$ cat src/hw/rtl/pfss_ram.sv
module pfss_ram #(
    parameter int WIDTH = 8,
    parameter int DEPTH = 16,
    localparam int AW   = $clog2(DEPTH)
) (
    input  logic             clk,
    input  logic             wr_en,
    input  logic [AW-1:0]    wr_addr,
    input  logic [WIDTH-1:0] wr_data,
    input  logic             rd_en,
    input  logic [AW-1:0]    rd_addr,
    output logic [WIDTH-1:0] rd_data
);

    logic [WIDTH-1:0] mem [DEPTH];

    always_ff @(posedge clk)
    begin
        if (wr_en)
        begin
            mem[wr_addr] <= wr_data;
        end
        if (rd_en)
        begin
            rd_data <= mem[rd_addr];
        end
    end

endmodule

$ cat config.mk
export PLATFORM = sky130hd
export DESIGN_NAME = pfss_ram
export DESIGN_NICKNAME = d
export VERILOG_FILES = /design/src/hw/rtl/pfss_ram.sv
export SDC_FILE = /design/constraint.sdc
export NUM_CORES = 1
export LEC_CHECK = 0
export BUFFER_PORTS_ARGS = -buffer_cell sky130_fd_sc_hd__buf_4
export CAP_MARGIN = 10
export CORE_MARGIN = 4
export CORE_UTILIZATION = 40
export CTS_BUF_LIST = sky130_fd_sc_hd__clkbuf_2
export DETAILED_ROUTE_END_ITERATION = 8
export PLACE_DENSITY_LB_ADDON = 0.3
export SLEW_MARGIN = 20
export SYNTH_ARGS = -nofsm -noshare
export SYNTH_HDL_FRONTEND = slang
export SYNTH_SLANG_ARGS = --single-unit
$ cat constraint.sdc
create_clock -name clk -period 2.26 [get_ports clk]
set_input_delay 0.226 -clock clk [delete_from_list [all_inputs] [get_ports clk]]
set_output_delay 0.226 -clock clk [all_outputs]
set_load 0.01 [all_outputs]
==> results.cfg <==
[flow_run]
cap_viol_max_count = 0

[logic_synthesis]
ys_warn_count = 0
avgSynthCellArea_um2 = 22.8
synthDistinctLibCells = 18
synth_seq_area_share_pct = 78.1
synth-seq-cells = 136
netlist_instances = 229
netlist_area_um2 = 5230
synth_nets = 248
yosysTopAreaCell = edfxtp_1
synth_top_area_share_pct = 78.1
synthTopCellsByArea = edfxtp_1 78%, mux4_2 7.8%, mux4_1 7.0%, a22oi_1 2.3%, nor2_1 0.93%

[sta]
worstMarginPinSlew_ns = 0.486
hold_viol_final = 0
fin_crit_sh_pct = 66.3
fin_crit_ns = 1.50
fin_tns_setup_ns = 0
setup_viol = 0
slew_headroom_pct = 67.6
fmax_mhz = 668
clock_skew_ns = 0.0383
rsz0062_at_grt = false
slew_viol_final = 0

[min_path]
holdCritPathClass = in -> reg
hold_start = wr_addr[2]

[critical_path]
crit_chain = buf_4
cp_slowest_cell = edfxtp_1
crit_fanout = 1
end_kind = output port
cp-startpoint = rd_data[2]
r2r-start = mem[6][4]
crit_family = flip-flops
cp_slowest_stage_delay_ns = 0.44
cp.required_ns = 2.03
criticalPathCategory = reg -> out
crit_arrival_ns = 1.27
critPathBufInv = 1
cp-start-kind = flip-flop

[clocking]
cts_tree = done
cts_buffers = 17
clockBufferDepth = 2
clk_latency_ns = 0.67
cts_sinks = 136
cts.clk_slew.worst_paths_ns = 0.21
htree_levels = 4
cts_root_buf = clkbuf_2
cts_setup_buffers = 0

[global_routing]
grt_pass1_wl_um = 15500
antenna_found_initial = 1
grt_pass1_vias = 2566
grt_overflow = 0
grt_max_degree = 33
grt_usage_pct = 14.9

[cells_and_area]
design_area_um2 = 6110
fill_cells = 1095
multi_input_area_um2 = 1060
fin_nets = 315
seqCellArea_um2 = 4080
drive_gt1_share_pct = 30.7
area_delta_synth_final_pct = 16.9

[route]
drtPass1Iterations = 4
vias = 2506
routed_wl_um = 10100
drcViolationCount = 0
drt_iter0_drc = 225
drtAntennaViolNets = 0
wl_per_cell_um = 21.0
via_per_inst = 5.20

[floorplanning]
core_area_um2 = 12700
die_w_um = 122
die-area_um2 = 15000
die-height_um = 122
ios = 27
rows = 41
initial_core_util_pct = 41.1

[place]
dp_hpwl_um = 6330
io_buffer_count = 26
postPlaceCellArea_um2 = 5730
gp_congestion = 0.727

[outcome]
status = complete, no violations

[power_and_ir_drop]
power_density_nw_per_um2 = 759
p_leak_nw = 2.04
ir_drop_uv = 294
[metrics by stage]
step,power (mW),utilization [%],std cells,hold slack (ns),setup WS (ns)
4_1_cts,4.69,47.8,478,0.0135,0.680
5_1_grt,4.84,48.0,482,0.0994,0.617
2_1_floorplan,3.05,-,229,0.325,0.541
3_5_place_dp,3.19,45.0,437,0.517,0.415
3_3_place_gp,3.19,45.0,437,0.520,0.434
6_report,4.64,48.0,482,0.192,0.762
[path summary, 6_finish.rpt]
path                                    to  slack [ns]  depth (start not counted)
worst min register to register  rd_data[3]        0.76                          3
worst max-delay path            rd_data[2]        0.76                          1
worst min-delay path             mem[1][3]        0.19                          4
worst max register to register  rd_data[4]        0.78                          3
[cells in the mapped netlist]
cell	instances
nand2b_1	2
edfxtp_1	136
nor2_1	13
a22oi_1	16
buf_2	3
mux4_1	14
and2b_1	1
mux4_2	18
nor2b_1	1
and2_1	1
buf_4	1
buf_6	3
nand2_1	9
or3b_2	1
clkdlybuf4s25_2	3
nand3_1	1
nor3_1	4
nand3b_1	2
[metal layers]
layer	track usage, %	part of all wire, %
met1	20.9	45
met4	6.02	1.3
met5	0	0
met2	22.3	48
met3	3.92	5.8
[logic make-up after synthesis]
family / count (synthesis) / share of synthesized area (%)
flops: 136 / 78.1
simple gates: 35 / 3.14
compound gates: 16 / 2.30
mux: 32 / 14.8
buf+inv: 10 / 1.65
[power breakdown]
part / total (mW) / leakage (nW) / internal [mW] / switching, mW
Clock: 1.49 / 0.142 / 0.616 / 0.877
Combinational: 0.298 / 0.663 / 0.141 / 0.157
Sequential: 2.85 / 1.24 / 2.84 / 0.0126
[layout by cell type, fill, tap and decap left out]
cell | synthesis | routed
nor2_1 | 13 | 13
clkinvlp_4 | 0 | 4
edfxtp_1 | 136 | 136
mux4_1 | 14 | 14
diode_2 | 0 | 1
inv_6 | 0 | 2
or3b_2 | 1 | 1
a22oi_1 | 16 | 16
dlygate4sd3_1 | 0 | 12
nand2_1 | 9 | 9
bufinv_16 | 0 | 3
clkinv_2 | 0 | 1
nor3_1 | 4 | 4
buf_4 | 1 | 44
nand3b_1 | 2 | 2
and2_1 | 1 | 1
clkinv_1 | 0 | 2
buf_12 | 0 | 2
mux4_2 | 18 | 18
clkinv_4 | 0 | 3
nor2b_1 | 1 | 1
nand3_1 | 1 | 1
and2b_1 | 1 | 1
nand2b_1 | 2 | 2
clkbuf_2 | 0 | 17
[cell type report]
class	count	area share [%]
antenna	1	0.0410
clock buffer	17	1.39
clock inverter	15	2.89
multi-input combinational	83	17.3
sequential	136	66.8
tap	172	3.52
timing repair buffer	58	8.03
[timing repair]
| action | 4_1_cts | 5_1_grt |
|---|---|---|
| hold endpoints to repair | 136 | 12 |
| gates resized for setup | 0 | 0 |
| hold buffers | 9 | 3 |
| setup endpoints to repair | 0 | 0 |
[sequential cells by signal (all words and copies together) (netlist names)]
signal and cells:
rd_data 8, mem 128
No activity file was read; power rests on OpenSTA's default activity.
