`config.mk`:
```
export PLATFORM = sky130hd
export DESIGN_NAME = pfss_sieve
export DESIGN_NICKNAME = d
export VERILOG_FILES = /design/src/hw/rtl/pfss_pkg.sv /design/src/hw/rtl/pfss_sieve.sv
export SDC_FILE = /design/constraint.sdc
export NUM_CORES = 1
export LEC_CHECK = 0
export ABC_CLOCK_PERIOD_IN_PS = 5400
export BUFFER_PORTS_ARGS = -buffer_cell sky130_fd_sc_hd__buf_2
export CAP_MARGIN = 20
export CORE_UTILIZATION = 47
export CTS_CLUSTER_DIAMETER = 60
export DETAILED_ROUTE_END_ITERATION = 12
export MAX_ROUTING_LAYER = met4
export PLACE_DENSITY = 0.76
export SYNTH_ARGS = -nofsm -noshare
export SYNTH_HDL_FRONTEND = slang
export SYNTH_SLANG_ARGS = --single-unit
```
`constraint.sdc`:
```
create_clock -name clk -period 5.4 [get_ports clk]
set_input_delay 0.81 -clock clk [delete_from_list [all_inputs] [get_ports clk]]
set_output_delay 0.81 -clock clk [all_outputs]
set_load 0.1 [all_outputs]
```
`src/hw/rtl/pfss_pkg.sv`:
```
package pfss_pkg;

    localparam int QUERY_W        = 16;
    localparam int SUM_W          = 16;
    localparam int QUERY_SPAN     = 65536;
    localparam int TABLE_SIZE_DEF = 65536;

    typedef enum logic [2:0] {
        SV_CLEAR,
        SV_PRIME_START,
        SV_PRIME_TEST,
        SV_MARK,
        SV_DONE
    } sieve_state_t;

    typedef enum logic {
        QY_IDLE,
        QY_WALK
    } query_state_t;

    // entries at or above the query span are never looked up
    function automatic int table_depth(input int size);
        int depth;
        depth = (size > QUERY_SPAN) ? QUERY_SPAN : size;
        return depth;
    endfunction

endpackage

```
`src/hw/rtl/pfss_sieve.sv`:
```
module pfss_sieve import pfss_pkg::*; #(
    parameter int TABLE_SIZE = TABLE_SIZE_DEF,
    localparam int DEPTH     = table_depth(TABLE_SIZE),
    localparam int ADDR_W    = $clog2(DEPTH),
    localparam int SPF_W     = (ADDR_W + 1) / 2,
    localparam int COF_W     = ADDR_W - 1,
    localparam int ENTRY_W   = SPF_W + COF_W
) (
    input  logic               clk,
    input  logic               rst_n,
    output logic               done,
    output logic               rd_en,
    output logic [ADDR_W-1:0]  rd_addr,
    input  logic [ENTRY_W-1:0] rd_data,
    output logic               wr_en,
    output logic [ADDR_W-1:0]  wr_addr,
    output logic [ENTRY_W-1:0] wr_data
);

    sieve_state_t       state_reg, state_next;
    logic [ADDR_W-1:0]  clr_reg, clr_next;
    logic [SPF_W:0]     p_reg, p_next;
    logic [ADDR_W:0]    sq_reg, sq_next;
    logic [ADDR_W:0]    m_reg, m_next;
    logic [ADDR_W-1:0]  k_reg, k_next;
    logic               pend_reg, pend_next;
    logic [ADDR_W-1:0]  pend_addr_reg, pend_addr_next;
    logic [COF_W-1:0]   pend_cof_reg, pend_cof_next;

    logic [SPF_W-1:0]   rd_spf;
    logic               sq_done;
    logic               issue;
    logic               last_clear;
    logic               mark_end;

    assign rd_spf     = rd_data[ENTRY_W-1 -: SPF_W];
    assign sq_done    = sq_reg >= (ADDR_W + 1)'(DEPTH);
    assign issue      = m_reg < (ADDR_W + 1)'(DEPTH);
    assign last_clear = clr_reg == ADDR_W'(DEPTH - 1);
    assign mark_end   = !issue && !pend_reg;

    always_comb
    begin
        state_next = state_reg;
        unique case (state_reg)
            SV_CLEAR:
            begin
                if (last_clear)
                begin
                    state_next = SV_PRIME_START;
                end
            end
            SV_PRIME_START:
            begin
                state_next = sq_done ? SV_DONE : SV_PRIME_TEST;
            end
            SV_PRIME_TEST:
            begin
                state_next = (rd_spf == '0) ? SV_MARK : SV_PRIME_START;
            end
            SV_MARK:
            begin
                if (mark_end)
                begin
                    state_next = SV_PRIME_START;
                end
            end
            SV_DONE:
            begin
                state_next = SV_DONE;
            end
            default:
            begin
                state_next = SV_CLEAR;
            end
        endcase
    end

    always_comb
    begin
        done    = 1'b0;
        rd_en   = 1'b0;
        rd_addr = ADDR_W'(p_reg);
        wr_en   = 1'b0;
        wr_addr = pend_addr_reg;
        wr_data = {SPF_W'(p_reg), pend_cof_reg};
        unique case (state_reg)
            SV_CLEAR:
            begin
                wr_en   = 1'b1;
                wr_addr = clr_reg;
                wr_data = '0;
            end
            SV_PRIME_START:
            begin
                rd_en = !sq_done;
            end
            SV_PRIME_TEST:
            begin
                rd_en = 1'b0;
            end
            SV_MARK:
            begin
                rd_en   = issue;
                rd_addr = m_reg[ADDR_W-1:0];
                wr_en   = pend_reg && (rd_spf == '0);
            end
            SV_DONE:
            begin
                done = 1'b1;
            end
            default:
            begin
                done = 1'b0;
            end
        endcase
    end

    always_comb
    begin
        clr_next       = clr_reg;
        p_next         = p_reg;
        sq_next        = sq_reg;
        m_next         = m_reg;
        k_next         = k_reg;
        pend_next      = 1'b0;
        pend_addr_next = pend_addr_reg;
        pend_cof_next  = pend_cof_reg;
        unique case (state_reg)
            SV_CLEAR:
            begin
                clr_next = clr_reg + ADDR_W'(1);
            end
            SV_PRIME_TEST:
            begin
                if (rd_spf == '0)
                begin
                    m_next = sq_reg;
                    k_next = ADDR_W'(p_reg);
                end
                else
                begin
                    p_next  = p_reg + (SPF_W + 1)'(1);
                    sq_next = sq_reg + (ADDR_W + 1)'({p_reg, 1'b1});
                end
            end
            SV_MARK:
            begin
                pend_next      = issue;
                pend_addr_next = m_reg[ADDR_W-1:0];
                pend_cof_next  = k_reg[COF_W-1:0];
                if (issue)
                begin
                    m_next = m_reg + (ADDR_W + 1)'(p_reg);
                    k_next = k_reg + ADDR_W'(1);
                end
                if (mark_end)
                begin
                    p_next  = p_reg + (SPF_W + 1)'(1);
                    sq_next = sq_reg + (ADDR_W + 1)'({p_reg, 1'b1});
                end
            end
            default:
            begin
                pend_next = 1'b0;
            end
        endcase
    end

    always_ff @(posedge clk or negedge rst_n)
    begin
        if (!rst_n)
        begin
            state_reg <= SV_CLEAR;
            clr_reg   <= '0;
            p_reg     <= (SPF_W + 1)'(2);
            sq_reg    <= (ADDR_W + 1)'(4);
            pend_reg  <= 1'b0;
        end
        else
        begin
            state_reg <= state_next;
            clr_reg   <= clr_next;
            p_reg     <= p_next;
            sq_reg    <= sq_next;
            pend_reg  <= pend_next;
        end
    end

    always_ff @(posedge clk)
    begin
        m_reg         <= m_next;
        k_reg         <= k_next;
        pend_addr_reg <= pend_addr_next;
        pend_cof_reg  <= pend_cof_next;
    end

endmodule

```
==> results of run 1 <==
==> critical path, delay by kind of cell, from the launching register on <==
kind                   cells  cell delay (ns)
buffers and inverters      4             1.26
AND/OR/NAND/NOR            4             0.83
flip-flops                 1             0.58
==> layout make-up <==
class	count	area [sq um]
Multi-Input combinational cell	407	2640
Sequential cell	109	3050
Clock buffer	9	225
Inverter	10	37.5
Clock inverter	7	50.0
Fill cell	988	5440
Tap cell	147	184
Timing Repair Buffer	73	393
==> logic make-up (layout without fill, tap and decap cells) <==
group	count (synthesis)	count (layout)	synth area share (%)
XOR/XNOR	59	59	8.89
flip-flops	109	109	52.4
AND/OR/NAND/NOR	214	214	17.9
buffers and inverters	31	99	2.35
multiplexers	18	18	3.49
AO/OA/AOI/OAI	93	93	9.83
adder cells (fa/ha/maj)	23	23	5.21
==> stage by stage <==
step | worst slack, ns | utilization [%] | power [mW]
after CTS | 1.58 | 54.6 | 1.51
after floorplan | 1.50 | - | 0.891
after detailed placement | 1.96 | 52.3 | 0.903
after global routing | 1.36 | 54.8 | 1.54
final | 1.54 | 54.8 | 1.50
after global placement | 2.08 | 52.3 | 0.903
==> where the power goes <==
part	internal [mW]	total (mW)	switching [mW]
clock network	0.314	0.616	0.302
registers	0.873	0.873	0
logic	0.00399	0.0136	0.00963
==> cells in the final DEF, fill, tap and decap left out, types with 5 or more instances in the layout <==
master	synthesis	final
nand2_1	89	89
buf_2	6	67
edfxtp_1	63	63
dfrtp_1	44	44
o21ai_0	42	42
xnor2_1	41	41
nor2_1	33	32
nor2b_1	26	26
ha_1	21	21
mux2_2	18	18
nand3_1	18	18
xor2_1	18	18
a21oi_1	16	16
and3_1	12	12
nand4_1	11	11
inv_1	10	10
clkbuf_16	0	9
nor3b_1	5	5
a21o_1	5	5
or3_1	5	5
buf_4	3	5
==> final timing paths <==
kind | from | end | slack, ns | depth (start not counted)
worst min register to register | k_reg[14]$_SDFFCE_PN0P_ | pend_cof_reg[14]$_DFFE_PP_ | 0.49 | 0
worst max register to register | p_reg[0]$_DFFE_PN0P_ | m_reg[12]$_DFFE_PP_ | 2.57 | 8
min in group clk | k_reg[14]$_SDFFCE_PN0P_ | pend_cof_reg[14]$_DFFE_PP_ | 0.49 | 0
max in group asynchronous | rst_n | sq_reg[8]$_DFFE_PN0P_ | 4.56 | 2
worst max-delay path | state_reg[1]$_DFFE_PN0P_ | rd_addr[2] | 1.54 | 8
worst min-delay path | rst_n | sq_reg[0]$_DFFE_PN0P_ | 0.33 | 1
==> routing by layer <==
metal  global-route usage [%]  vias to the layer above  wire length [um]
met2                     34.0                      135              6220
met3                     3.80                       12               668
met4                     6.32                        0               127
li1                         -                     2065                 -
met5                        -                        -                 0
met1                     28.5                     2131              5790
==> reports/metrics.cfg, run 1 <==
[timing]
final.setup_skew_ns = 0.00850
tns_ns = 0
tightestPinTransition_ns = 0.929
final.min_clock_period_ns = 3.86
hold_slack_ns = 0.332
finalMaxSlewViolations = 0
hold_viol = 0
timing.fmax_mhz = 259
grt_setup_unrepaired = false
finalSetupViolations = 0
max-slew-margin-rel_pct = 37.9
finalCritPeriodShare_pct = 71.4

[yosys]
synth-main-ff-cell = edfxtp_1
synth_area_sq_um = 5810
syn_nets = 595
synth_most_common_cell = nand2_1
syn-instance-count = 547
synth_warnings = 0
synth.avg_cell_area_sq_um = 10.6
postSynth.asyncResetShare_pct = 42.2
synth_top_cells_by_area = edfxtp_1 (33%), dfrtp_1 (19%), xnor2_1 (6.2%)
synth_top_area_cell = edfxtp_1
netlist.area_leader.share_pct = 32.5
netlist-cell-type-count = 51
synth_edf_count = 63
synth-seq-cells = 109
ys_seq_area_share_pct = 52.4
netlist_top_cells_count = nand2_1 (89), edfxtp_1 (63), dfrtp_1 (44)

[place]
dp_hpwl_mm = 9.10
dpl-instance-area_sq_um = 6280
place_inst = 745
gp_congestion = 0.889
io_buffer_count = 67

[setup_path]
crit_slowest_cell = dfrtp_1
worstSetupPathType = reg -> out
slowest_delay_ns = 0.58
cp_max_fo = 55
cp_data_arrival_time_ns = 3.05
crit_path_cell_trace = nor2b_1 -> nand2_2 -> buf_4 -> inv_1 -> buf_4 -> nand2_1 -> nand2_1 -> buf_2
required_ns = 4.59
crit_path_end_kind = output port
startpoint_type = flip-flop

[drt]
detail-route-antenna-nets = 0
via_per_inst = 5.70
vias = 4343
wl_per_cell_um = 16.8
drc = 0
drt-initial-drc-count = 370
drt_first_pass_iters = 6
routed_wl_mm = 12.8

[finish]
stdcell_area_sq_um = 6580
instances_no_fill = 762
area_growth_syn_to_layout_pct = 13.1
antenna_cells = 0
drive_above_1_share_pct = 19.7
layout.nets = 658

[power]
vdd_ir_drop_max_mv = 0.140
p_leak_nw = 2.82
power.density_nw_per_um2 = 228

[floorplan]
ios = 83
dieWidth_um = 113
core_sq_um = 12000
start_util_pct = 48.4
die_y_um = 113
dieArea_sq_um = 12800
rows = 40

[clock_network]
cts.sinks = 109
cts_buffers = 9
htreeDepth = 3
clk_pin_slew_ns = 0.07
clockBufferDepth = 2
root_buffer = clkbuf_16
cts_tree = done
worstSkewPairLatency_ns = 0.34
hold_buffers = 0
ctsResizeCount = 0
postCtsSetupBuffers = 0

[global_route]
grt_max_degree = 56
grt.total_usage_pct = 21.5
grt_pass1_vias = 4115
grt_pass1_wl_mm = 20.8
overflow = 0
antenna_found_initial = 0

[run]
max-cap-violations = 0

[worst_hold_path]
min_path_type = in -> async

[run_status]
outcome = complete, no violations

Power figures use the tool's default switching activity.
==> run 2, diff against run 1 <==
ABC_CLOCK_PERIOD_IN_PS = 3600   (was 5400)
clock period = 3.6 ns   (was 5.4 ns; I/O delays follow)
==> reports/metrics.cfg, run 2 (same netlist as run 1, synthesis figures left out) <==
[setup_path]
cp_data_arrival_time_ns = 2.55
worstSetupPathType = reg -> out
startpoint_type = flip-flop
crit_path_end_kind = output port
cp_max_fo = 39
required_ns = 3.06
reg2reg_depth = 8

[drt]
met2_length_mm = 6.35
routed.top_layer = met4
wl_per_cell_um = 16.9
detail-route-antenna-nets = 0
drc = 0
drt-initial-drc-count = 339
wl_met1_mm = 5.61
dr_wl_met3_um = 686
drt_first_pass_iters = 5
via_per_inst = 5.69
routed_wl_mm = 12.9
vias = 4331

[clock_network]
clk_pin_slew_ns = 0.07
ctsResizeCount = 0
clockBufferDepth = 2
postCtsSetupBuffers = 0
cts.sinks = 109
cts_buffers = 9
worstSkewPairLatency_ns = 0.36
cts_tree = done
hold_buffers = 0
htreeDepth = 3
root_buffer = clkbuf_16

[floorplan]
start_util_pct = 48.4
rows = 40
core_sq_um = 12000
dieArea_sq_um = 12800
dieWidth_um = 113
die_y_um = 113
ios = 83

[place]
dp_hpwl_mm = 9.05
io_buffer_count = 67
place_inst = 744
gp_congestion = 0.899

[timing]
tightestPinTransition_ns = 0.907
tns_ns = 0
finalCritPeriodShare_pct = 85.9
max-slew-margin-rel_pct = 39.4
finalMaxSlewViolations = 0
grt_setup_unrepaired = false
final.min_clock_period_ns = 3.09
final.setup_skew_ns = 0.00886
timing.fmax_mhz = 323
hold_viol = 0
finalSetupViolations = 0

[power]
vdd_ir_drop_max_mv = 0.269
power.density_nw_per_um2 = 346
p_leak_nw = 2.86

[finish]
antenna_cells = 0
layout_common_cells = nand2_1 (89), edfxtp_1 (63), buf_2 (57)
instances_no_fill = 761
drive_above_1_share_pct = 19.5
area_growth_syn_to_layout_pct = 16.3
layout_commonest_cell = nand2_1
layout.nets = 657

[run_status]
outcome = complete, no violations

[global_route]
grt_max_degree = 55
grt.total_usage_pct = 21.6
grt_pass1_vias = 4079
antenna_found_initial = 0
grt_pass1_wl_mm = 20.8
overflow = 0

[run]
max-cap-violations = 0

[worst_hold_path]
min_path_type = in -> async

==> run 2: cell types whose count changed in the layout (fill, tap and decap cells not counted), sizes merged <==
| cell | previous run | this run |
|---|---|---|
| clkinv | 3 | 1 |
| bufinv | 0 | 1 |
| clkbuf | 9 | 10 |
| buf | 73 | 72 |
| inv | 11 | 12 |
| clkinvlp | 3 | 2 |
==> run 2: area by class of cell <==
class | instances | area [sq um]
Tap cell | 147 | 184
Clock buffer | 10 | 229
Multi-Input combinational cell | 407 | 2650
Clock inverter | 6 | 71.3
Sequential cell | 109 | 3050
Inverter | 10 | 37.5
Fill cell | 985 | 5250
Timing Repair Buffer | 72 | 548
==> run 2: worst max-delay path, stage by stage, from the launching register on <==
cell and delay, ns:
dfrtp_1 0.56, nor2b_1 0.53, nand2_2 0.11, inv_1 0.29, buf_12 0.27, nand2_1 0.08, nand2_1 0.13, buf_12 0.19
==> run 2: stage by stage <==
| step | power [mW] | util [%] | hold WS (ns) | worst slack, ns | instance area (sq um) |
|---|---|---|---|---|---|
| global placement | 1.35 | 53.6 | 0.456 | 0.929 | 6440 |
| finish | 2.34 | 56.3 | 0.0485 | 0.507 | 6760 |
| CTS | 2.34 | 56.1 | 0.436 | 0.516 | 6740 |
| floorplan | 1.34 | - | 0.244 | 0.0976 | 5820 |
| detailed placement | 1.35 | 53.6 | 0.460 | 0.903 | 6440 |
| global route | 2.39 | 56.3 | 0.0585 | 0.338 | 6760 |
==> run 2: worst paths after layout <==
kind,start,end,slack (ns)
setup reg to reg,p_reg[0]$_DFFE_PN0P_,m_reg[12]$_DFFE_PP_,0.84
hold reg to reg,k_reg[14]$_SDFFCE_PN0P_,pend_cof_reg[14]$_DFFE_PP_,0.48
setup / recovery,state_reg[1]$_DFFE_PN0P_,rd_addr[7],0.51
max in group asynchronous,rst_n,sq_reg[2]$_DFFE_PN1P_,3.01
hold / removal,rst_n,p_reg[0]$_DFFE_PN0P_,0.05
min in group clk,k_reg[14]$_SDFFCE_PN0P_,pend_cof_reg[14]$_DFFE_PP_,0.48
==> run 2: report_power, final <==
part	internal, mW	leakage [nW]	switching, mW
sequential	1.31	1.21	0
clock	0.546	0.140	0.462
combinational	0.00598	1.52	0.0140
total	1.86	2.86	0.476
==> run 2: per-layer routing <==
| layer | GRT usage (%) | vias to the layer above |
|---|---|---|
| met2 | 34.2 | 137 |
| met1 | 28.2 | 2116 |
| met4 | 9.12 | 0 |
| met3 | 3.00 | 11 |
| met5 | - | - |
| li1 | - | 2067 |
