==> config.mk <==
export PLATFORM = sky130hd
export DESIGN_NAME = pfss_query_flat
export DESIGN_NICKNAME = d
export VERILOG_FILES = /design/src/hw/rtl/pfss_pkg.sv /design/src/hw/rtl/pfss_query_if.sv /design/src/hw/rtl/pfss_result_if.sv /design/src/hw/rtl/pfss_query.sv /design/src/flat_wrapper.sv
export SDC_FILE = /design/constraint.sdc
export NUM_CORES = 1
export LEC_CHECK = 0
export BUFFER_PORTS_ARGS = -buffer_cell sky130_fd_sc_hd__buf_4
export CAP_MARGIN = 25
export CORE_AREA = 10 10 113 115
export CTS_BUF_LIST = sky130_fd_sc_hd__clkbuf_8
export CTS_CLUSTER_DIAMETER = 30
export DETAILED_ROUTE_END_ITERATION = 10
export DIE_AREA = 0 0 123 125
export SYNTH_ARGS = -nofsm -noshare
export SYNTH_HDL_FRONTEND = slang
export SYNTH_SLANG_ARGS = --single-unit
==> constraint.sdc <==
create_clock -name clk -period 5.4 [get_ports clk]
set_input_delay 0.81 -clock clk [delete_from_list [all_inputs] [get_ports clk]]
set_output_delay 0.81 -clock clk [all_outputs]
set_load 0.01 [all_outputs]
==> src/hw/rtl/pfss_pkg.sv <==
package pfss_pkg;

    localparam int QUERY_W        = 16;
    localparam int SUM_W          = 16;
    localparam int QUERY_SPAN     = 65536;
    localparam int TABLE_SIZE_DEF = 65536;

    typedef enum logic [2:0] {
        SV_CLEAR,
        SV_PRIME_START,
        SV_PRIME_TEST,
        SV_MARK,
        SV_DONE
    } sieve_state_t;

    typedef enum logic {
        QY_IDLE,
        QY_WALK
    } query_state_t;

    // entries at or above the query span are never looked up
    function automatic int table_depth(input int size);
        int depth;
        depth = (size > QUERY_SPAN) ? QUERY_SPAN : size;
        return depth;
    endfunction

endpackage

==> src/hw/rtl/pfss_query_if.sv <==
interface pfss_query_if import pfss_pkg::*; ();

    logic               valid;
    logic               ready;
    logic [QUERY_W-1:0] query_value;

    modport source (output valid, output query_value, input ready);
    modport sink (input valid, input query_value, output ready);

endinterface

==> src/hw/rtl/pfss_result_if.sv <==
interface pfss_result_if import pfss_pkg::*; ();

    logic             valid;
    logic             ready;
    logic [SUM_W-1:0] factor_sum;

    modport source (output valid, output factor_sum, input ready);
    modport sink (input valid, input factor_sum, output ready);

endinterface

==> src/hw/rtl/pfss_query.sv <==
module pfss_query import pfss_pkg::*; #(
    parameter int TABLE_SIZE = TABLE_SIZE_DEF,
    localparam int DEPTH     = table_depth(TABLE_SIZE),
    localparam int ADDR_W    = $clog2(DEPTH),
    localparam int SPF_W     = (ADDR_W + 1) / 2,
    localparam int COF_W     = ADDR_W - 1,
    localparam int ENTRY_W   = SPF_W + COF_W
) (
    input  logic               clk,
    input  logic               rst_n,
    input  logic               table_ready,
    pfss_query_if.sink         query,
    pfss_result_if.source      result,
    output logic               rd_en,
    output logic [ADDR_W-1:0]  rd_addr,
    input  logic [ENTRY_W-1:0] rd_data
);

    query_state_t       state_reg, state_next;
    logic [ADDR_W-1:0]  rest_reg, rest_next;
    logic [SUM_W-1:0]   sum_reg, sum_next;
    logic               beyond_reg, beyond_next;
    logic               out_valid_reg, out_valid_next;
    logic [SUM_W-1:0]   out_sum_reg, out_sum_next;

    logic               accept;
    logic               beyond;
    logic [SPF_W-1:0]   step_spf;
    logic [COF_W-1:0]   step_cof;
    logic               slot_free;
    logic               load;
    logic [SUM_W-1:0]   final_sum;

    assign accept    = query.valid && query.ready;
    assign beyond    = int'(query.query_value) >= DEPTH;
    assign step_spf  = beyond_reg ? '0 : rd_data[ENTRY_W-1 -: SPF_W];
    assign step_cof  = rd_data[COF_W-1:0];
    assign slot_free = !out_valid_reg || result.ready;
    assign final_sum = sum_reg + ((rest_reg > ADDR_W'(1)) ? SUM_W'(rest_reg) : '0);

    always_comb
    begin
        state_next = state_reg;
        unique case (state_reg)
            QY_IDLE:
            begin
                if (accept)
                begin
                    state_next = QY_WALK;
                end
            end
            QY_WALK:
            begin
                if ((step_spf == '0) && slot_free)
                begin
                    state_next = QY_IDLE;
                end
            end
            default:
            begin
                state_next = QY_IDLE;
            end
        endcase
    end

    always_comb
    begin
        query.ready = 1'b0;
        rd_en       = 1'b0;
        rd_addr     = query.query_value[ADDR_W-1:0];
        load        = 1'b0;
        unique case (state_reg)
            QY_IDLE:
            begin
                query.ready = table_ready;
                rd_en       = accept && !beyond;
            end
            QY_WALK:
            begin
                rd_en   = step_spf != '0;
                rd_addr = ADDR_W'(step_cof);
                load    = (step_spf == '0) && slot_free;
            end
            default:
            begin
                rd_en = 1'b0;
            end
        endcase
    end

    always_comb
    begin
        rest_next   = rest_reg;
        sum_next    = sum_reg;
        beyond_next = beyond_reg;
        if (state_reg == QY_IDLE)
        begin
            if (accept)
            begin
                rest_next   = beyond ? '0 : query.query_value[ADDR_W-1:0];
                sum_next    = '0;
                beyond_next = beyond;
            end
        end
        else if (step_spf != '0)
        begin
            sum_next  = sum_reg + SUM_W'(step_spf);
            rest_next = ADDR_W'(step_cof);
        end
        out_valid_next = load || (out_valid_reg && !result.ready);
        out_sum_next   = load ? final_sum : out_sum_reg;
    end

    assign result.valid      = out_valid_reg;
    assign result.factor_sum = out_sum_reg;

    always_ff @(posedge clk or negedge rst_n)
    begin
        if (!rst_n)
        begin
            state_reg     <= QY_IDLE;
            out_valid_reg <= 1'b0;
        end
        else
        begin
            state_reg     <= state_next;
            out_valid_reg <= out_valid_next;
        end
    end

    always_ff @(posedge clk)
    begin
        rest_reg    <= rest_next;
        sum_reg     <= sum_next;
        beyond_reg  <= beyond_next;
        out_sum_reg <= out_sum_next;
    end

endmodule

==> src/flat_wrapper.sv <==
// flat-port wrapper written by rule: the top's interface ports become plain ports
module pfss_query_flat import pfss_pkg::*;
#(
    parameter int TABLE_SIZE = TABLE_SIZE_DEF,
    localparam int DEPTH     = table_depth(TABLE_SIZE),
    localparam int ADDR_W    = $clog2(DEPTH),
    localparam int SPF_W     = (ADDR_W + 1) / 2,
    localparam int COF_W     = ADDR_W - 1,
    localparam int ENTRY_W   = SPF_W + COF_W
)
  (clk, rst_n, table_ready, rd_en, rd_addr, rd_data, query_valid, query_query_value, query_ready, result_valid, result_factor_sum, result_ready);
  pfss_query_if query_i ();
  pfss_result_if result_i ();
  input  logic clk;
  input  logic rst_n;
  input  logic table_ready;
  output logic rd_en;
  output logic [ADDR_W-1:0] rd_addr;
  input  logic [ENTRY_W-1:0] rd_data;
  input wire logic [$bits(query_i.valid)-1:0] query_valid;
  input wire logic [$bits(query_i.query_value)-1:0] query_query_value;
  output wire logic [$bits(query_i.ready)-1:0] query_ready;
  output wire logic [$bits(result_i.valid)-1:0] result_valid;
  output wire logic [$bits(result_i.factor_sum)-1:0] result_factor_sum;
  input wire logic [$bits(result_i.ready)-1:0] result_ready;
  assign query_i.valid = query_valid;
  assign query_i.query_value = query_query_value;
  assign query_ready = query_i.ready;
  assign result_valid = result_i.valid;
  assign result_factor_sum = result_i.factor_sum;
  assign result_i.ready = result_ready;
  pfss_query #(.TABLE_SIZE(TABLE_SIZE)) u_core (.clk(clk), .rst_n(rst_n), .table_ready(table_ready), .query(query_i), .result(result_i), .rd_en(rd_en), .rd_addr(rd_addr), .rd_data(rd_data));
endmodule
==> results of run 1 <==
==> per-layer routing <==
layer	GRT usage, %	up-vias
met5	0	-
met4	2.54	0
met3	3.20	4
met2	15.1	89
met1	12.9	1124
li1	-	1180
==> path summary, 6_finish.rpt <==
path | end | slack [ps]
min in group clk | u_core.sum_reg[14] | 680
hold reg to reg | u_core.sum_reg[14] | 680
max in group asynchronous | u_core.state_reg | 5040
setup reg to reg | u_core.result.factor_sum[12] | 2630
setup / recovery | rd_en | 2490
hold / removal | u_core.result.valid | 270
==> logic make-up (layout without fill, tap and decap cells) <==
kind of cell / count (synthesis) / after routing / synth area share (%)
xor gates and xnor gates: 21 / 21 / 5.92
DFF: 50 / 50 / 48.0
muxes: 15 / 15 / 5.44
buffers and inverters: 35 / 104 / 4.23
adders and majority gates: 25 / 25 / 10.6
and+or+nand+nor: 80 / 80 / 12.9
AOI/OAI and AO/OA: 60 / 60 / 12.9
==> through the flow <==
| step | hold slack (ps) | cells |
|---|---|---|
| after CTS | 263 | 495 |
| after global routing | 250 | 495 |
| final | 272 | 495 |
| after detailed placement | 599 | 487 |
| after global placement | 594 | 487 |
| after floorplan | 514 | 286 |
==> cell usage in the layout (no fill, tap or decap), types with 5 or more instances in the layout <==
master	netlist	routed
o21ai_0	14	14
nor4_1	7	7
buf_4	0	80
nor3_1	7	7
xnor2_1	11	11
nor2_1	18	18
o211ai_1	6	6
nor2b_1	7	7
edfxtp_1	48	48
ha_1	23	23
nand3_1	9	9
mux2_2	15	15
a21oi_1	17	17
xor2_1	10	10
nand2_1	16	16
inv_1	16	16
clkbuf_8	0	5
a21o_1	5	5
==> area by class of cell <==
cell class	instances	area (sq um)	area share, %
Sequential cell	50	1490	38.2
Multi-Input combinational cell	201	1480	38.0
Timing Repair Buffer	80	601	15.4
Tap cell	140	175	4.49
Clock buffer	5	68.8	1.76
Inverter	16	60.1	1.54
Clock inverter	3	22.5	0.577
==> power by group <==
group / switching, W / total, W / internal [W]
sequential: 0.000104 / 0.000724 / 0.000620
combinational: 0.000582 / 0.00104 / 0.000459
clock: 0.000128 / 0.000222 / 0.0000939
==> reports/metrics.yaml, run 1 <==
cts:
  clock_latency_ps: 300
  cts_buffers: 5
  post_cts_buffers: 0
  cts_buffer_depth: 2
  cts.repair.resized: 0
  clkSlewWorstSetupHoldPaths_ps: 100
  cts_tree: "done"
  cts_sinks: 50
  cts-root-buf: "clkbuf_8"
  cts_htree_levels: 2
  cts_hold_buf: 0
finish:
  final_area_sq_um: 3900
  n_fill_cell: 1060
  nets: 423
  num_antenna_cells: 0
  drive_above_1_share_pct: 30.4
  syn_to_final_growth_pct: 25.6
  finish.utilization_pct: 36.8
setup_path:
  path_cells: "buf_4, nor4_1, nand2_1, nand2_1, nand2_1, buf_4, buf_4"
  startpoint_type: "primary input"
  cp.depth: 7
  critPathBufInv: 3
  cp-end-kind: "output pin"
  cp_slowest_stage_delay_ps: 420
  r2r-start: "u_core.rest_reg[5]"
  worstPathMaxFanout: 33
  ff2ff_path_depth: 11
  worst-endpoint-arrival_ps: 2100
  startpoint: "rd_data[20]"
  critPathSlowestCell: "nor4_1"
  crit_family: "simple AND/OR/NAND/NOR gates"
  cp.required_ps: 4590
  worst-setup-path-type: "primary input to output pin"
routing:
  drt-met1-wl_um: 3620
  via_count: 2397
  ant_nets: 0
  wl_met3_um: 524
  firstDrtPassIters: 4
  drtIter0Drc: 104
  top_layer: "met4"
  wl_per_cell_um: 15.4
  drc: 0
  routed_wl_um: 7640
  viasPerCell: 4.84
  wl_met2_um: 3420
synth:
  synthTopCellsByCount: "edfxtp_1 (48), ha_1 (23), nor2_1 (18)"
  synth.most_common_cell: "edfxtp_1"
  ys_seq_area_share_pct: 48.0
  yosysTopAreaCellShare_pct: 46.4
  async_flop_share_pct: 4.00
  yosysWarnings: 0
  syn_inst: 286
  synthDistinctLibCells: 42
  synth_area_leaders: "edfxtp_1 (46%), ha_1 (9.3%), mux2_2 (5.4%), xnor2_1 (3.1%), xor2_1 (2.8%)"
  synth_top_cell_by_area: "edfxtp_1"
  ys.flop_type: "edfxtp_1"
  synth_seq_cells: 50
  synth_edf_count: 48
  avgSynthCellArea_sq_um: 10.9
  syn_area_sq_um: 3110
  synth_fp_nets: 355
place:
  io_buffer_count: 78
  place_congestion: 0.824
  place_hpwl_um: 6280
  placed_area_sq_um: 3810
  pre_cts_slack_ps: 2480
floorplanning:
  ios: 79
  dieArea_sq_um: 15400
  dieHeight_um: 125
  rows: 38
  die_w_um: 123
  start_util_pct: 29.3
  core_sq_um: 10600
pwr:
  power_density_nw_per_um2: 509
  max-vdd-ir-drop_v: 0.000181
  finalPower_w: 0.00199
  power.leakage_nw: 1.63
timing:
  tightest_slew_ps: 784
  fin_crit_ps: 2910
  setup_slack_ps: 2490
  skew_ps: 5.98
  fmax_ghz: 0.344
  slew_violations: 0
  final_hold_viol_count: 0
  tns_ps: 0
  setup-violations-final: 0
  slew_headroom_pct: 47.7
  fin_crit_sh_pct: 53.8
  rsz0062_at_grt: "false"
global_routing:
  grt_max_degree: 34
  grt_pass1_vias: 2490
  grt_pass1_wl_um: 12300
  track_usage_pct: 9.78
  antenna_found_initial: 0
  grt-ovfl-total: 0
flow_run:
  maxCapViolCount: 0
min_path:
  hold_path_class: "primary input to async pin"
status:
  outcome: "completed"
(Power assumes the default switching activity.)
==> run 2: changes to the inputs <==
==> constraint.sdc (replaced) <==
create_clock -name clk -period 2.3 [get_ports clk]
set_input_delay 0.345 -clock clk [delete_from_list [all_inputs] [get_ports clk]]
set_output_delay 0.345 -clock clk [all_outputs]
set_load 0.01 [all_outputs]
==> run 2 against run 1 <==
Flip-flop and latch count unchanged. Core utilization increased by 4.0 points. Register-to-register slack worse by 2800 ps. Critical path type is now register to register. Sequential power is 130% higher. The flow now finishes with violations (setup timing).
==> reports/metrics.yaml, run 2 (synthesized netlist as in run 1, its figures left out) <==
setup_path:
  cp.required_ps: 2360  # -2230 ps
  worst-setup-path-type: "register to register"
  worst-endpoint-arrival_ps: 2560  # +460 ps
  cp-end-kind: "register"
  worstReg2RegEnd: "u_core.result.factor_sum[12]"
  r2r-start: "u_core.rest_reg[15]"
  startpoint_type: "register"
  ff2ff_path_depth: 11  # unchanged
  worstPathMaxFanout: 3  # -91%
  ff2ff_setup_slack_ps: -200  # -2830 ps
routing:
  firstDrtPassIters: 4  # unchanged
  ant_nets: 0  # unchanged
  via_count: 2510  # +4.7%
  drtIter0Drc: 80  # -23%
  viasPerCell: 4.72  # -2.6%
  wl_per_cell_um: 15.0  # -2.8%
  drc: 0  # unchanged
  routed_wl_um: 7980  # +4.4%
timing:
  rsz0062_at_grt: "true"
  final_hold_viol_count: 0  # unchanged
  fin_crit_sh_pct: 109
  fmax_ghz: 0.400
  tightest_slew_ps: 740  # -44.3 ps
  skew_ps: 11.0  # +5.01 ps
  slew_violations: 0  # unchanged
  fin_hold_ws_ps: 259  # -12.8 ps
  fin_crit_ps: 2500
  slew_headroom_pct: 50.7  # +3.0 points
  setup_slack_ps: -202  # -2700 ps
  setup-violations-final: 9  # +9
finish:
  drive_above_1_share_pct: 42.9  # +12 points
  nets: 460  # +8.7%
  final_common_cell: "buf_4"
  syn_to_final_growth_pct: 39.2
  final_area_sq_um: 4320  # +11%
  n_fill_cell: 1012  # -4.5%
  num_antenna_cells: 0  # unchanged
  finish.utilization_pct: 40.8  # +4.0 points
  layout_common_cells: "buf_4 (115), edfxtp_1 (48), ha_1 (22)"
floorplanning:
  start_util_pct: 29.3  # unchanged
  ios: 79  # unchanged
  core_sq_um: 10600  # unchanged
  dieHeight_um: 125  # unchanged
  dieArea_sq_um: 15400  # unchanged
  die_w_um: 123  # unchanged
  rows: 38  # unchanged
min_path:
  holdCritStartpoint: "query_valid"
  hold_path_class: "primary input to register"
  hold_end: "u_core.state_reg"
  hold_depth: 3
pwr:
  power_density_nw_per_um2: 1220  # +140%
  max-vdd-ir-drop_v: 0.000447  # +150%
  power.leakage_nw: 1.83  # +12%
place:
  io_buffer_count: 78  # unchanged
  placed_area_sq_um: 4010  # +5.3%
  pre_cts_slack_ps: -294  # -2770 ps
  place_hpwl_um: 6530  # +4.0%
  place_congestion: 0.796  # -3.5%
cts:
  cts-root-buf: "clkbuf_8"
  cts_sinks: 50  # unchanged
  clock_latency_ps: 300  # about the same
  cts_buffers: 5  # unchanged
  cts_tree: "done"
  cts_buffer_depth: 2  # unchanged
  cts_htree_levels: 2  # unchanged
  clkSlewWorstSetupHoldPaths_ps: 100  # about the same
global_routing:
  track_usage_pct: 10.1  # +0.36 points
  antenna_found_initial: 0  # unchanged
  grt_pass1_wl_um: 12700  # +3.1%
  grt_max_degree: 22  # -35%
  grt-ovfl-total: 0  # unchanged
  grt_pass1_vias: 2623  # +5.3%
flow_run:
  maxCapViolCount: 0  # unchanged
status:
  outcome: "finished, violations left"
  violations: "setup timing"
run 2: what timing repair did:
action / in CTS / in global routing
pin swaps: 13 / 22
gates resized for setup: 7 / 19
hold buffers: 1 / 0
setup endpoints to repair: 10 / 17
setup buffers: 1 / 9
endpoints found under the hold margin: 2 / 0
run 2: worst max path at each step:
stage,startpoint,endpoint,slack (ps)
floorplan,u_core.rest_reg[15],u_core.result.factor_sum[12],-50
global placement,u_core.rest_reg[15],u_core.result.factor_sum[14],-200
detailed placement,u_core.rest_reg[15],u_core.result.factor_sum[14],-290
CTS,u_core.rest_reg[2],u_core.result.factor_sum[12],-310
global route,u_core.rest_reg[15],u_core.result.factor_sum[14],-390
finish,u_core.rest_reg[15],u_core.result.factor_sum[12],-200
run 2: report_power, final:
part	switching [W]	internal, W
clock	0.000307	0.000332
sequential	0.000225	0.00145
combinational	0.00154	0.00143
run 2: metrics by stage:
step	setup TNS (ps)	std cells	total power [W]
2_1_floorplan	-60.4	286	0.00351
3_3_place_gp	-1080	513	0.00431
3_5_place_dp	-1440	513	0.00438
6_report	-980	532	0.00529
4_1_cts	-1130	523	0.00509
5_1_grt	-2720	532	0.00572
run 2: cell type report:
| cell class | instances | area, sq um | area share, % |
|---|---|---|---|
| clock buffer | 5 | 68.8 | 1.59 |
| inverter | 16 | 60.1 | 1.39 |
| timing repair buffer | 117 | 885 | 20.5 |
| clock inverter | 3 | 47.5 | 1.10 |
| multi-input combinational | 201 | 1590 | 36.9 |
| tap | 140 | 175 | 4.05 |
| sequential | 50 | 1490 | 34.5 |
run 2: routing by layer:
layer  routed length [um]  GRT usage (%)  share of wire, %
met4                  103           2.81               1.3
met3                  483           2.70               6.1
met2                 3700           16.3                46
met5                    0              0                 0
met1                 3690           13.1                46
run 2: critical path, stage by stage (launching register included):
cell      delay [ps]
edfxtp_1         420
nor4_4            70
a41oi_2          180
ha_2             210
inv_2             40
fa_2             340
nor2b_2          130
o211ai_1         120
a31o_2           250
a32o_2           310
nand4b_1         100
o211ai_1          80
